## config.mk

```make
export PLATFORM = sky130hd
export DESIGN_NAME = ir_follow_speed_controller_unit
export DESIGN_NICKNAME = d
export VERILOG_FILES = /design/src/rtl/core/ifsc_pkg.sv /design/src/rtl/core/ifsc_ctrl.sv /design/src/rtl/core/ifsc_datapath.sv /design/src/rtl/core/ir_follow_speed_controller_unit.sv
export SDC_FILE = /design/constraint.sdc
export NUM_CORES = 2
export LEC_CHECK = 0
export BUFFER_PORTS_ARGS = -buffer_cell sky130_fd_sc_hd__buf_2
export CAP_MARGIN = 20
export CELL_PAD_IN_SITES_DETAIL_PLACEMENT = 1
export CELL_PAD_IN_SITES_GLOBAL_PLACEMENT = 1
export CORE_ASPECT_RATIO = 0.75
export CORE_MARGIN = 4
export CORE_UTILIZATION = 50
export CTS_BUF_LIST = sky130_fd_sc_hd__clkbuf_8
export CTS_CLUSTER_SIZE = 14
export DETAILED_ROUTE_END_ITERATION = 10
export PLACE_DENSITY_LB_ADDON = 0.25
export SYNTH_ARGS = -nofsm -noshare
export SYNTH_HDL_FRONTEND = slang
export SYNTH_SLANG_ARGS = --single-unit
export TNS_END_PERCENT = 5
```

## constraint.sdc

```tcl
create_clock -name clk -period 24.3 [get_ports clk]
set_input_delay 0 -clock clk [delete_from_list [all_inputs] [get_ports clk]]
set_output_delay 0 -clock clk [all_outputs]
set_load 0.005 [all_outputs]
```

## src/rtl/core/ifsc_pkg.sv

```systemverilog
// shared types, constants and tables for the ir follow speed controller
// no dependencies; imported by every module of the block
package ifsc_pkg;

    localparam int CORDIC_STEPS_DEF = 14;
    localparam int DIST_BITS_DEF    = 12;
    localparam int ANGLE_BITS       = 18;
    localparam int CMD_BITS         = 14;
    localparam int STEP_BITS        = 13;
    localparam int GAIN_BITS        = 16;
    localparam int SIDE_BITS        = 6;
    localparam int INV_GAIN_Q16     = 39797;

    localparam int RST_CLAMP  = 1760;
    localparam int RST_DETECT = 1680;
    localparam int RST_FOLLOW = 880;
    localparam int RST_GAIN   = 3932;
    localparam int RST_SSTEP  = 410;
    localparam int RST_TSTEP  = 410;
    localparam int RST_SCAP   = 2048;
    localparam int RST_TCAP   = 6144;

    // register indexes on the config port
    localparam logic [2:0] REG_CLAMP  = 3'd0;
    localparam logic [2:0] REG_DETECT = 3'd1;
    localparam logic [2:0] REG_FOLLOW = 3'd2;
    localparam logic [2:0] REG_GAIN   = 3'd3;
    localparam logic [2:0] REG_SSTEP  = 3'd4;
    localparam logic [2:0] REG_TSTEP  = 3'd5;
    localparam logic [2:0] REG_SCAP   = 3'd6;
    localparam logic [2:0] REG_TCAP   = 3'd7;

    typedef enum logic [2:0] {
        ST_IDLE,
        ST_LOAD,
        ST_ITER,
        ST_RANGE,
        ST_LIN,
        ST_SLEW,
        ST_CAP
    } ctrl_state_t;

    typedef struct packed {
        logic capture;
        logic load;
        logic iter;
        logic range_mul;
        logic lin_mul;
        logic slew;
        logic commit;
    } dp_cmd_t;

    // atan(2^-i) in radians q.16
    function automatic logic [16:0] atan_q16(input logic [4:0] idx);
        logic [16:0] v;
        begin
            unique case (idx)
                5'd0:  v = 17'd51472;
                5'd1:  v = 17'd30385;
                5'd2:  v = 17'd16055;
                5'd3:  v = 17'd8150;
                5'd4:  v = 17'd4091;
                5'd5:  v = 17'd2047;
                5'd6:  v = 17'd1024;
                5'd7:  v = 17'd512;
                5'd8:  v = 17'd256;
                5'd9:  v = 17'd128;
                5'd10: v = 17'd64;
                5'd11: v = 17'd32;
                5'd12: v = 17'd16;
                5'd13: v = 17'd8;
                5'd14: v = 17'd4;
                5'd15: v = 17'd2;
                5'd16: v = 17'd1;
                5'd17: v = 17'd1;
                default: v = 17'd0;
            endcase
            return v;
        end
    endfunction

endpackage

```

## src/rtl/core/ifsc_ctrl.sv

```systemverilog
// sequencer for the ir follow speed controller: steps one item through the datapath
// depends on ifsc_pkg
module ifsc_ctrl
    import ifsc_pkg::*;
#(
    parameter int CORDIC_STEPS = CORDIC_STEPS_DEF
) (
    input  logic                              clk,
    input  logic                              rst_n,
    input  logic                              in_valid,
    output logic                              in_ready,
    output logic                              out_valid,
    input  logic                              out_ready,
    output dp_cmd_t                           cmd,
    output logic [$clog2(CORDIC_STEPS)-1:0]   iter_idx
);

    localparam int IW = $clog2(CORDIC_STEPS);

    ctrl_state_t   state_reg, state_next;
    logic [IW-1:0] iter_cnt_reg, iter_cnt_next;
    logic          out_valid_reg, out_valid_next;

    always_ff @(posedge clk or negedge rst_n)
    begin
        if (!rst_n)
        begin
            state_reg     <= ST_IDLE;
            iter_cnt_reg  <= '0;
            out_valid_reg <= 1'b0;
        end
        else
        begin
            state_reg     <= state_next;
            iter_cnt_reg  <= iter_cnt_next;
            out_valid_reg <= out_valid_next;
        end
    end

    always_comb
    begin
        state_next     = state_reg;
        iter_cnt_next  = iter_cnt_reg;
        out_valid_next = out_valid_reg && !out_ready;
        cmd            = '0;
        unique case (state_reg)
            ST_IDLE:
            begin
                if (in_valid)
                begin
                    cmd.capture = 1'b1;
                    state_next  = ST_LOAD;
                end
            end
            ST_LOAD:
            begin
                cmd.load      = 1'b1;
                iter_cnt_next = '0;
                state_next    = ST_ITER;
            end
            ST_ITER:
            begin
                cmd.iter      = 1'b1;
                iter_cnt_next = iter_cnt_reg + 1'b1;
                if (iter_cnt_reg == IW'(CORDIC_STEPS - 1))
                begin
                    iter_cnt_next = '0;
                    state_next    = ST_RANGE;
                end
            end
            ST_RANGE:
            begin
                cmd.range_mul = 1'b1;
                state_next    = ST_LIN;
            end
            ST_LIN:
            begin
                cmd.lin_mul = 1'b1;
                state_next  = ST_SLEW;
            end
            ST_SLEW:
            begin
                cmd.slew   = 1'b1;
                state_next = ST_CAP;
            end
            ST_CAP:
            begin
                // wait for the output slot to free up
                if (!out_valid_reg || out_ready)
                begin
                    cmd.commit     = 1'b1;
                    out_valid_next = 1'b1;
                    state_next     = ST_IDLE;
                end
            end
            default:
            begin
                state_next = ST_IDLE;
            end
        endcase
    end

    assign in_ready  = (state_reg == ST_IDLE);
    assign out_valid = out_valid_reg;
    assign iter_idx  = iter_cnt_reg;

    a_commit_in_cap: assert property (@(posedge clk) disable iff (!rst_n)
        cmd.commit |-> (state_reg == ST_CAP))
        else $error("commit outside cap state");
    a_commit_free: assert property (@(posedge clk) disable iff (!rst_n)
        cmd.commit |-> (!out_valid_reg || out_ready))
        else $error("commit would overwrite a pending beat");
    a_accept_load: assert property (@(posedge clk) disable iff (!rst_n)
        (in_valid && in_ready) |=> (state_reg == ST_LOAD))
        else $error("accepted beat not loaded");
    a_iter_bound: assert property (@(posedge clk) disable iff (!rst_n)
        (state_reg == ST_ITER) |-> (iter_cnt_reg <= IW'(CORDIC_STEPS - 1)))
        else $error("iteration counter out of range");

endmodule

```

## src/rtl/core/ifsc_datapath.sv

```systemverilog
// datapath of the ir follow speed controller: target pick, cordic, gains, slew and cap
// depends on ifsc_pkg; driven by ifsc_ctrl commands
module ifsc_datapath
    import ifsc_pkg::*;
#(
    parameter int CORDIC_STEPS = CORDIC_STEPS_DEF,
    parameter int DIST_BITS    = DIST_BITS_DEF
) (
    input  logic                            clk,
    input  logic                            rst_n,
    input  dp_cmd_t                         cmd,
    input  logic [$clog2(CORDIC_STEPS)-1:0] iter_idx,
    input  logic [DIST_BITS-1:0]            dist_left,
    input  logic [DIST_BITS-1:0]            dist_centre,
    input  logic [DIST_BITS-1:0]            dist_right,
    input  logic [DIST_BITS-1:0]            clamp_distance,
    input  logic [DIST_BITS-1:0]            detect_range,
    input  logic [DIST_BITS-1:0]            follow_distance,
    input  logic [GAIN_BITS-1:0]            speed_gain,
    input  logic [STEP_BITS-1:0]            speed_step,
    input  logic [STEP_BITS-1:0]            turn_step,
    input  logic [STEP_BITS-1:0]            speed_cap,
    input  logic [STEP_BITS-1:0]            turn_cap,
    output logic signed [CMD_BITS-1:0]      linear_cmd,
    output logic signed [CMD_BITS-1:0]      angular_cmd
);

    localparam int DB = DIST_BITS;
    localparam int XW = DIST_BITS + 10;
    localparam int ZW = ANGLE_BITS;
    localparam int RW = XW + 17;
    localparam int PW = XW + 18;
    localparam int LW = XW + 2;
    localparam int LDW = LW + 1;
    localparam int AW = ZW - 2;
    localparam int ADW = AW + 1;

    logic [DB-1:0]        in_l_reg, in_c_reg, in_r_reg;
    logic [DB-1:0]        ahead_reg;
    logic signed [SIDE_BITS-1:0] side_reg;
    logic signed [XW-1:0] x_reg, y_reg;
    logic signed [ZW-1:0] z_reg;
    logic                 zero_reg;
    logic signed [RW-1:0] rprod_reg;
    logic signed [PW-1:0] lprod_reg;
    logic signed [CMD_BITS-1:0] dlin_reg, dang_reg;
    logic signed [CMD_BITS-1:0] last_lin_reg, last_ang_reg;

    // clamp and classify
    logic [DB-1:0] rl, rc, rr;
    logic          nl, nc, nr, fl, fc, fr;
    logic [DB:0]   sum_lc, sum_cr;
    logic [DB-1:0] ahead_next;
    logic signed [SIDE_BITS-1:0] side_next;
    logic          hit;

    always_comb
    begin
        rl = (in_l_reg > clamp_distance) ? clamp_distance : in_l_reg;
        rc = (in_c_reg > clamp_distance) ? clamp_distance : in_c_reg;
        rr = (in_r_reg > clamp_distance) ? clamp_distance : in_r_reg;
        nl = rl < detect_range;
        nc = rc < detect_range;
        nr = rr < detect_range;
        fl = rl > detect_range;
        fc = rc > detect_range;
        fr = rr > detect_range;
        sum_lc = {1'b0, rl} + {1'b0, rc};
        sum_cr = {1'b0, rc} + {1'b0, rr};
        hit        = 1'b1;
        ahead_next = ahead_reg;
        side_next  = side_reg;
        if (fl && fc && fr)
        begin
            ahead_next = follow_distance;
            side_next  = 6'sd0;
        end
        else if (nl && fc && fr)
        begin
            ahead_next = rl;
            side_next  = 6'sd20;
        end
        else if (nl && nc && fr)
        begin
            ahead_next = sum_lc[DB:1];
            side_next  = 6'sd10;
        end
        else if (nl && nc && nr)
        begin
            ahead_next = rc;
            side_next  = 6'sd0;
        end
        else if (fl && nc && nr)
        begin
            ahead_next = sum_cr[DB:1];
            side_next  = -6'sd10;
        end
        else if (fl && fc && nr)
        begin
            ahead_next = rr;
            side_next  = -6'sd20;
        end
        else
        begin
            hit = 1'b0;
        end
    end

    // one cordic micro-rotation
    logic signed [XW-1:0] xs, ys;
    logic signed [ZW-1:0] ang_step;

    always_comb
    begin
        xs       = x_reg >>> iter_idx;
        ys       = y_reg >>> iter_idx;
        ang_step = $signed({1'b0, atan_q16(5'(iter_idx))});
    end

    // linear gain input
    logic signed [XW-1:0]  range_q12;
    logic signed [XW:0]    lin_err;

    always_comb
    begin
        range_q12 = rprod_reg[XW+15:16];
        lin_err   = $signed({range_q12[XW-1], range_q12})
                  - $signed({3'b000, follow_distance, 8'h00});
    end

    // slew limit
    logic signed [LW-1:0]  lin_tgt;
    logic signed [AW-1:0]  ang_tgt;
    logic signed [LDW-1:0] lin_d, lin_sl;
    logic signed [ADW-1:0] ang_d, ang_sl;

    always_comb
    begin
        lin_tgt = lprod_reg[XW+17:16];
        ang_tgt = z_reg[ZW-1:2];
        lin_d   = LDW'(lin_tgt) - LDW'(last_lin_reg);
        ang_d   = ADW'(ang_tgt) - ADW'(last_ang_reg);
        lin_sl  = $signed(LDW'({1'b0, speed_step}));
        ang_sl  = $signed(ADW'({1'b0, turn_step}));
    end

    // magnitude cap
    logic signed [CMD_BITS:0] lin_sum, ang_sum, lin_cp, ang_cp;

    always_comb
    begin
        lin_sum = (CMD_BITS+1)'(last_lin_reg) + (CMD_BITS+1)'(dlin_reg);
        ang_sum = (CMD_BITS+1)'(last_ang_reg) + (CMD_BITS+1)'(dang_reg);
        lin_cp  = $signed({2'b00, speed_cap});
        ang_cp  = $signed({2'b00, turn_cap});
    end

    always_ff @(posedge clk or negedge rst_n)
    begin
        if (!rst_n)
        begin
            ahead_reg    <= DB'(RST_FOLLOW);
            side_reg     <= '0;
            last_lin_reg <= '0;
            last_ang_reg <= '0;
        end
        else
        begin
            if (cmd.load && hit)
            begin
                ahead_reg <= ahead_next;
                side_reg  <= side_next;
            end
            if (cmd.commit)
            begin
                if (lin_sum >= lin_cp)
                    last_lin_reg <= CMD_BITS'(lin_cp);
                else if (lin_sum <= -lin_cp)
                    last_lin_reg <= CMD_BITS'(-lin_cp);
                else
                    last_lin_reg <= CMD_BITS'(lin_sum);
                if (ang_sum >= ang_cp)
                    last_ang_reg <= CMD_BITS'(ang_cp);
                else if (ang_sum <= -ang_cp)
                    last_ang_reg <= CMD_BITS'(-ang_cp);
                else
                    last_ang_reg <= CMD_BITS'(ang_sum);
            end
        end
    end

    always_ff @(posedge clk)
    begin
        if (cmd.capture)
        begin
            in_l_reg <= dist_left;
            in_c_reg <= dist_centre;
            in_r_reg <= dist_right;
        end
        if (cmd.load)
        begin
            x_reg    <= $signed({2'b00, ahead_next, 8'h00});
            y_reg    <= $signed({{(XW-SIDE_BITS-12){side_next[SIDE_BITS-1]}}, side_next, 12'h000});
            z_reg    <= '0;
            zero_reg <= (ahead_next == '0) && (side_next == '0);
        end
        if (cmd.iter && !zero_reg)
        begin
            if (!y_reg[XW-1])
            begin
                x_reg <= x_reg + ys;
                y_reg <= y_reg - xs;
                z_reg <= z_reg + ang_step;
            end
            else
            begin
                x_reg <= x_reg - ys;
                y_reg <= y_reg + xs;
                z_reg <= z_reg - ang_step;
            end
        end
        if (cmd.range_mul)
        begin
            if (zero_reg)
                rprod_reg <= '0;
            else
                rprod_reg <= RW'(x_reg * $signed(17'(INV_GAIN_Q16)));
        end
        if (cmd.lin_mul)
        begin
            lprod_reg <= PW'($signed({1'b0, speed_gain}) * lin_err);
        end
        if (cmd.slew)
        begin
            if (lin_d >= lin_sl)
                dlin_reg <= CMD_BITS'(lin_sl);
            else if (lin_d <= -lin_sl)
                dlin_reg <= CMD_BITS'(-lin_sl);
            else
                dlin_reg <= CMD_BITS'(lin_d);
            if (ang_d >= ang_sl)
                dang_reg <= CMD_BITS'(ang_sl);
            else if (ang_d <= -ang_sl)
                dang_reg <= CMD_BITS'(-ang_sl);
            else
                dang_reg <= CMD_BITS'(ang_d);
        end
    end

    assign linear_cmd  = last_lin_reg;
    assign angular_cmd = last_ang_reg;

endmodule

```

## src/rtl/core/ir_follow_speed_controller_unit.sv

```systemverilog
// top level of the ir follow speed controller: stream ports, apb register file
// depends on ifsc_pkg, ifsc_ctrl, ifsc_datapath
// a beat is captured in idle, then passes load, the shared cordic loop, range, lin, slew
// and cap, where it waits for a free output slot; a new input beat is taken only in idle
// a finished beat waits in the output register while the next input beat is taken
// reset (rst_n low, async): registers to defaults, target 880 ahead / 0 side, last commands 0
module ir_follow_speed_controller_unit
    import ifsc_pkg::*;
#(
    parameter int CORDIC_STEPS = CORDIC_STEPS_DEF,
    parameter int DIST_BITS    = DIST_BITS_DEF
) (
    input  logic        clk,
    input  logic        rst_n,
    // dist_left, dist_centre, dist_right from bit 0 up, zero padded
    input  logic [((3*DIST_BITS+7)/8)*8-1:0] s_tdata,
    input  logic        s_tvalid,
    output logic        s_tready,
    // linear_cmd [13:0], angular_cmd [27:14], zero padded
    output logic [31:0] m_tdata,
    output logic        m_tvalid,
    input  logic        m_tready,
    input  logic        psel,
    input  logic        penable,
    input  logic        pwrite,
    input  logic [4:0]  paddr,
    input  logic [31:0] pwdata,
    output logic [31:0] prdata,
    output logic        pready
);

    localparam int DB = DIST_BITS;
    localparam int IW = $clog2(CORDIC_STEPS);

    // configuration registers
    logic [DB-1:0]        clamp_reg, detect_reg, follow_reg;
    logic [GAIN_BITS-1:0] gain_reg;
    logic [STEP_BITS-1:0] sstep_reg, tstep_reg, scap_reg, tcap_reg;
    logic [2:0]           reg_idx;
    logic                 wr_en;

    assign pready  = 1'b1;
    assign reg_idx = paddr[4:2];
    assign wr_en   = psel && penable && pwrite;

    always_ff @(posedge clk or negedge rst_n)
    begin
        if (!rst_n)
        begin
            clamp_reg  <= DB'(RST_CLAMP);
            detect_reg <= DB'(RST_DETECT);
            follow_reg <= DB'(RST_FOLLOW);
            gain_reg   <= GAIN_BITS'(RST_GAIN);
            sstep_reg  <= STEP_BITS'(RST_SSTEP);
            tstep_reg  <= STEP_BITS'(RST_TSTEP);
            scap_reg   <= STEP_BITS'(RST_SCAP);
            tcap_reg   <= STEP_BITS'(RST_TCAP);
        end
        else if (wr_en)
        begin
            unique case (reg_idx)
                REG_CLAMP:  clamp_reg  <= pwdata[DB-1:0];
                REG_DETECT: detect_reg <= pwdata[DB-1:0];
                REG_FOLLOW: follow_reg <= pwdata[DB-1:0];
                REG_GAIN:   gain_reg   <= pwdata[GAIN_BITS-1:0];
                REG_SSTEP:  sstep_reg  <= pwdata[STEP_BITS-1:0];
                REG_TSTEP:  tstep_reg  <= pwdata[STEP_BITS-1:0];
                REG_SCAP:   scap_reg   <= pwdata[STEP_BITS-1:0];
                REG_TCAP:   tcap_reg   <= pwdata[STEP_BITS-1:0];
                default:    ;
            endcase
        end
    end

    // register readback
    always_comb
    begin
        unique case (reg_idx)
            REG_CLAMP:  prdata = 32'(clamp_reg);
            REG_DETECT: prdata = 32'(detect_reg);
            REG_FOLLOW: prdata = 32'(follow_reg);
            REG_GAIN:   prdata = 32'(gain_reg);
            REG_SSTEP:  prdata = 32'(sstep_reg);
            REG_TSTEP:  prdata = 32'(tstep_reg);
            REG_SCAP:   prdata = 32'(scap_reg);
            REG_TCAP:   prdata = 32'(tcap_reg);
            default:    prdata = '0;
        endcase
    end

    // sequencer and datapath
    dp_cmd_t                    cmd;
    logic [IW-1:0]              iter_idx;
    logic signed [CMD_BITS-1:0] linear_cmd, angular_cmd;

    ifsc_ctrl #(
        .CORDIC_STEPS (CORDIC_STEPS)
    ) u_ctrl (
        .clk       (clk),
        .rst_n     (rst_n),
        .in_valid  (s_tvalid),
        .in_ready  (s_tready),
        .out_valid (m_tvalid),
        .out_ready (m_tready),
        .cmd       (cmd),
        .iter_idx  (iter_idx)
    );

    ifsc_datapath #(
        .CORDIC_STEPS (CORDIC_STEPS),
        .DIST_BITS    (DIST_BITS)
    ) u_dp (
        .clk             (clk),
        .rst_n           (rst_n),
        .cmd             (cmd),
        .iter_idx        (iter_idx),
        .dist_left       (s_tdata[DB-1:0]),
        .dist_centre     (s_tdata[2*DB-1:DB]),
        .dist_right      (s_tdata[3*DB-1:2*DB]),
        .clamp_distance  (clamp_reg),
        .detect_range    (detect_reg),
        .follow_distance (follow_reg),
        .speed_gain      (gain_reg),
        .speed_step      (sstep_reg),
        .turn_step       (tstep_reg),
        .speed_cap       (scap_reg),
        .turn_cap        (tcap_reg),
        .linear_cmd      (linear_cmd),
        .angular_cmd     (angular_cmd)
    );

    // output beat comes straight from the last-command registers
    assign m_tdata = {4'h0, angular_cmd, linear_cmd};

endmodule
```

==> flow_metrics.tcl <==
set metrics [dict create \
    status "completed" \
    required_ns 24.74 \
    fin_crit_ns 10.48 \
    htreeDepth 2 \
    synth_ff_type "edfxtp_1" \
    critical_path.top_delay_family "compound AO/OA/AOI/OAI gates" \
    cp.buffers_inverters 5 \
    finalWirelength_um 166000 \
    fin_setup_tns_ns 0 \
    layout_commonest_cell "inv_1" \
    io_buffers 107 \
    cts_resized 0 \
    final_cell_mix "inv_1 (960), ha_1 (627), fa_1 (534)" \
    drv_cap 0 \
    first_pass_iters 5 \
    synth_seq_cells 331 \
    rsz0062_at_grt "false" \
    finalMaxSlewViolations 0 \
    tritoncts "done" \
    post_cts_buffers 0 \
    grt_max_degree 76 \
    drcViolationCount 0 \
    grt_pass1_wl_um 263000 \
    cp_max_fo 16 \
    post_drt_via_cell_ratio 5.95 \
    ant_nets 0 \
    num_rows 100 \
    drive_gt1_frac 0.0827 \
    critPathLaunchType "flip-flop" \
    async_flop_share 0.477 \
    worstMarginPinSlew_ns 1.13 \
    dp_hpwl_um 126000 \
    cp-end-kind "flip-flop" \
    synth_area_per_cell_um2 9.02 \
    grt_pass1_vias 45575 \
    vias 42399 \
    cp.arrival_ns 10.93 \
    first_iter_violations 3406 \
    die_area_mm2 0.107 \
    syn_area_mm2 0.0507 \
    post_drt_wl_per_cell_um 23.3 \
    clock_path_buffers 3 \
    boundaryPins 151 \
    slowest_stage "dfrtp_1" \
    areaGrowthSynthToFinish_pct 8.15 \
    fin_nets 6988 \
    postCtsHoldBufs 96 \
    synth_edf_count 173 \
    fin_crit_sh 0.431 \
    cts_root_buffer "clkbuf_8" \
    hold_class "primary input to flip-flop" \
    crit_type "flip-flop to flip-flop" \
    grt_usage 0.312 \
    globalplace.congestion 0.923 \
    clk_pin_slew_worst_paths_ns 0.07 \
    ys_warn_count 0 \
    setup_viol 0 \
    antenna_found_initial 9 \
    largest_register_ffs 24 \
    seq_area_frac_synth 0.182 \
    hold_viol_final 0 \
    clkSinkCount 331 \
    clock_latency_ns 0.74 \
    slew_headroom 0.246 \
    ys_types 86 \
    synthCells 5617 \
    grt-ovfl-total 0 \
    skew_ns 0.0512 \
    start_util 0.507 \
    coreArea_mm2 0.0998 \
    die_y_um 284 \
    numCtsBuffers 59 \
    dieWidth_um 376 \
    nFillCells 11672 \
    max_freq_mhz 95.4 \
    crit_path_max_incr_delay_ns 0.71 \
]
-- worst min-delay path: stages --
cell and delay [ns]:
dlygate4sd3_1 0.52, buf_2 0.10, mux2_2 0.14
-- cell families (layout without fill, tap and decap cells) --
group	after synthesis	count (layout)	synth area share
AOI/OAI and AO/OA	1007	1007	0.124
xor gates and xnor gates	261	261	0.0451
adders and majority gates	1166	1166	0.367
buffers and inverters	1158	1316	0.0882
DFF	331	331	0.182
muxes	196	196	0.0517
other	2	25	0.000148
and+or+nand+nor	1496	1496	0.142
-- cells in the mapped netlist, types with 83 or more instances --
cell	number	area share
a21oi_1	266	0.026
inv_1	938	0.069
a21o_1	88	0.013
fa_1	534	0.21
dfrtp_1	118	0.058
xnor2_1	173	0.030
nor3_1	83	0.0082
nand2_1	512	0.038
clkbuf_1	168	0.012
edfxtp_1	173	0.10
nand3_1	103	0.010
and2_1	192	0.024
xor2_1	88	0.015
nor2_1	291	0.022
o21ai_0	288	0.028
ha_1	627	0.15
mux2_2	85	0.019
-- metrics by stage --
stage | util | hold slack (ns) | std cells | setup WS [ns] | cell area [um^2]
after floorplan | - | -0.296 | 5636 | 15.86 | 50700
after global placement | 0.526 | -0.00536 | 6907 | 14.25 | 52500
after detailed placement | 0.526 | -0.00468 | 6909 | 13.95 | 52500
after CTS | 0.548 | 0.0282 | 7117 | 13.91 | 54700
after global routing | 0.549 | 0.0604 | 7122 | 13.23 | 54800
final | 0.549 | 0.0950 | 7124 | 13.82 | 54800
-- routing by layer --
metal	wire, um	part of all wire	GRT usage
met3	12300	0.074	0.0443
met2	75100	0.45	0.503
met5	13	0.000078	0
met1	73000	0.44	0.441
met4	5490	0.033	0.0883
-- worst paths after layout --
kind	startpoint	endpoint	slack, ns	cells after the start
max	follow_reg[1]$_DFFE_PN0P_	u_dp.lprod_reg[39]$_DFFE_PP_	13.82	36
max in group asynchronous	rst_n	gain_reg[15]$_DFFE_PN0P_	22.08	5
min	pwdata[15]	gain_reg[15]$_DFFE_PN0P_	0.09	3
min in group asynchronous	rst_n	u_dp.ahead_reg[8]$_DFFE_PN1P_	0.57	3
max reg2reg	follow_reg[1]$_DFFE_PN0P_	u_dp.lprod_reg[39]$_DFFE_PP_	13.82	36
min reg2reg	u_dp.ahead_reg[6]$_DFFE_PN1P_	u_dp.ahead_reg[6]$_DFFE_PN1P_	0.49	2
-- layout make-up --
type                       instances  area (um^2)  area share
antenna                            4         10.0    0.000183
clock buffer                      71          977      0.0178
clock inverter                    41          273     0.00498
inverter                         939         3520      0.0643
multi-input combinational       4147        37100       0.678
sequential                       331         9200       0.168
tap                             1326         1660      0.0303
timing repair buffer             265         2000      0.0365
Power is not shown: default switching activity piles up to over one toggle a cycle in this logic, so the estimate is an artifact.
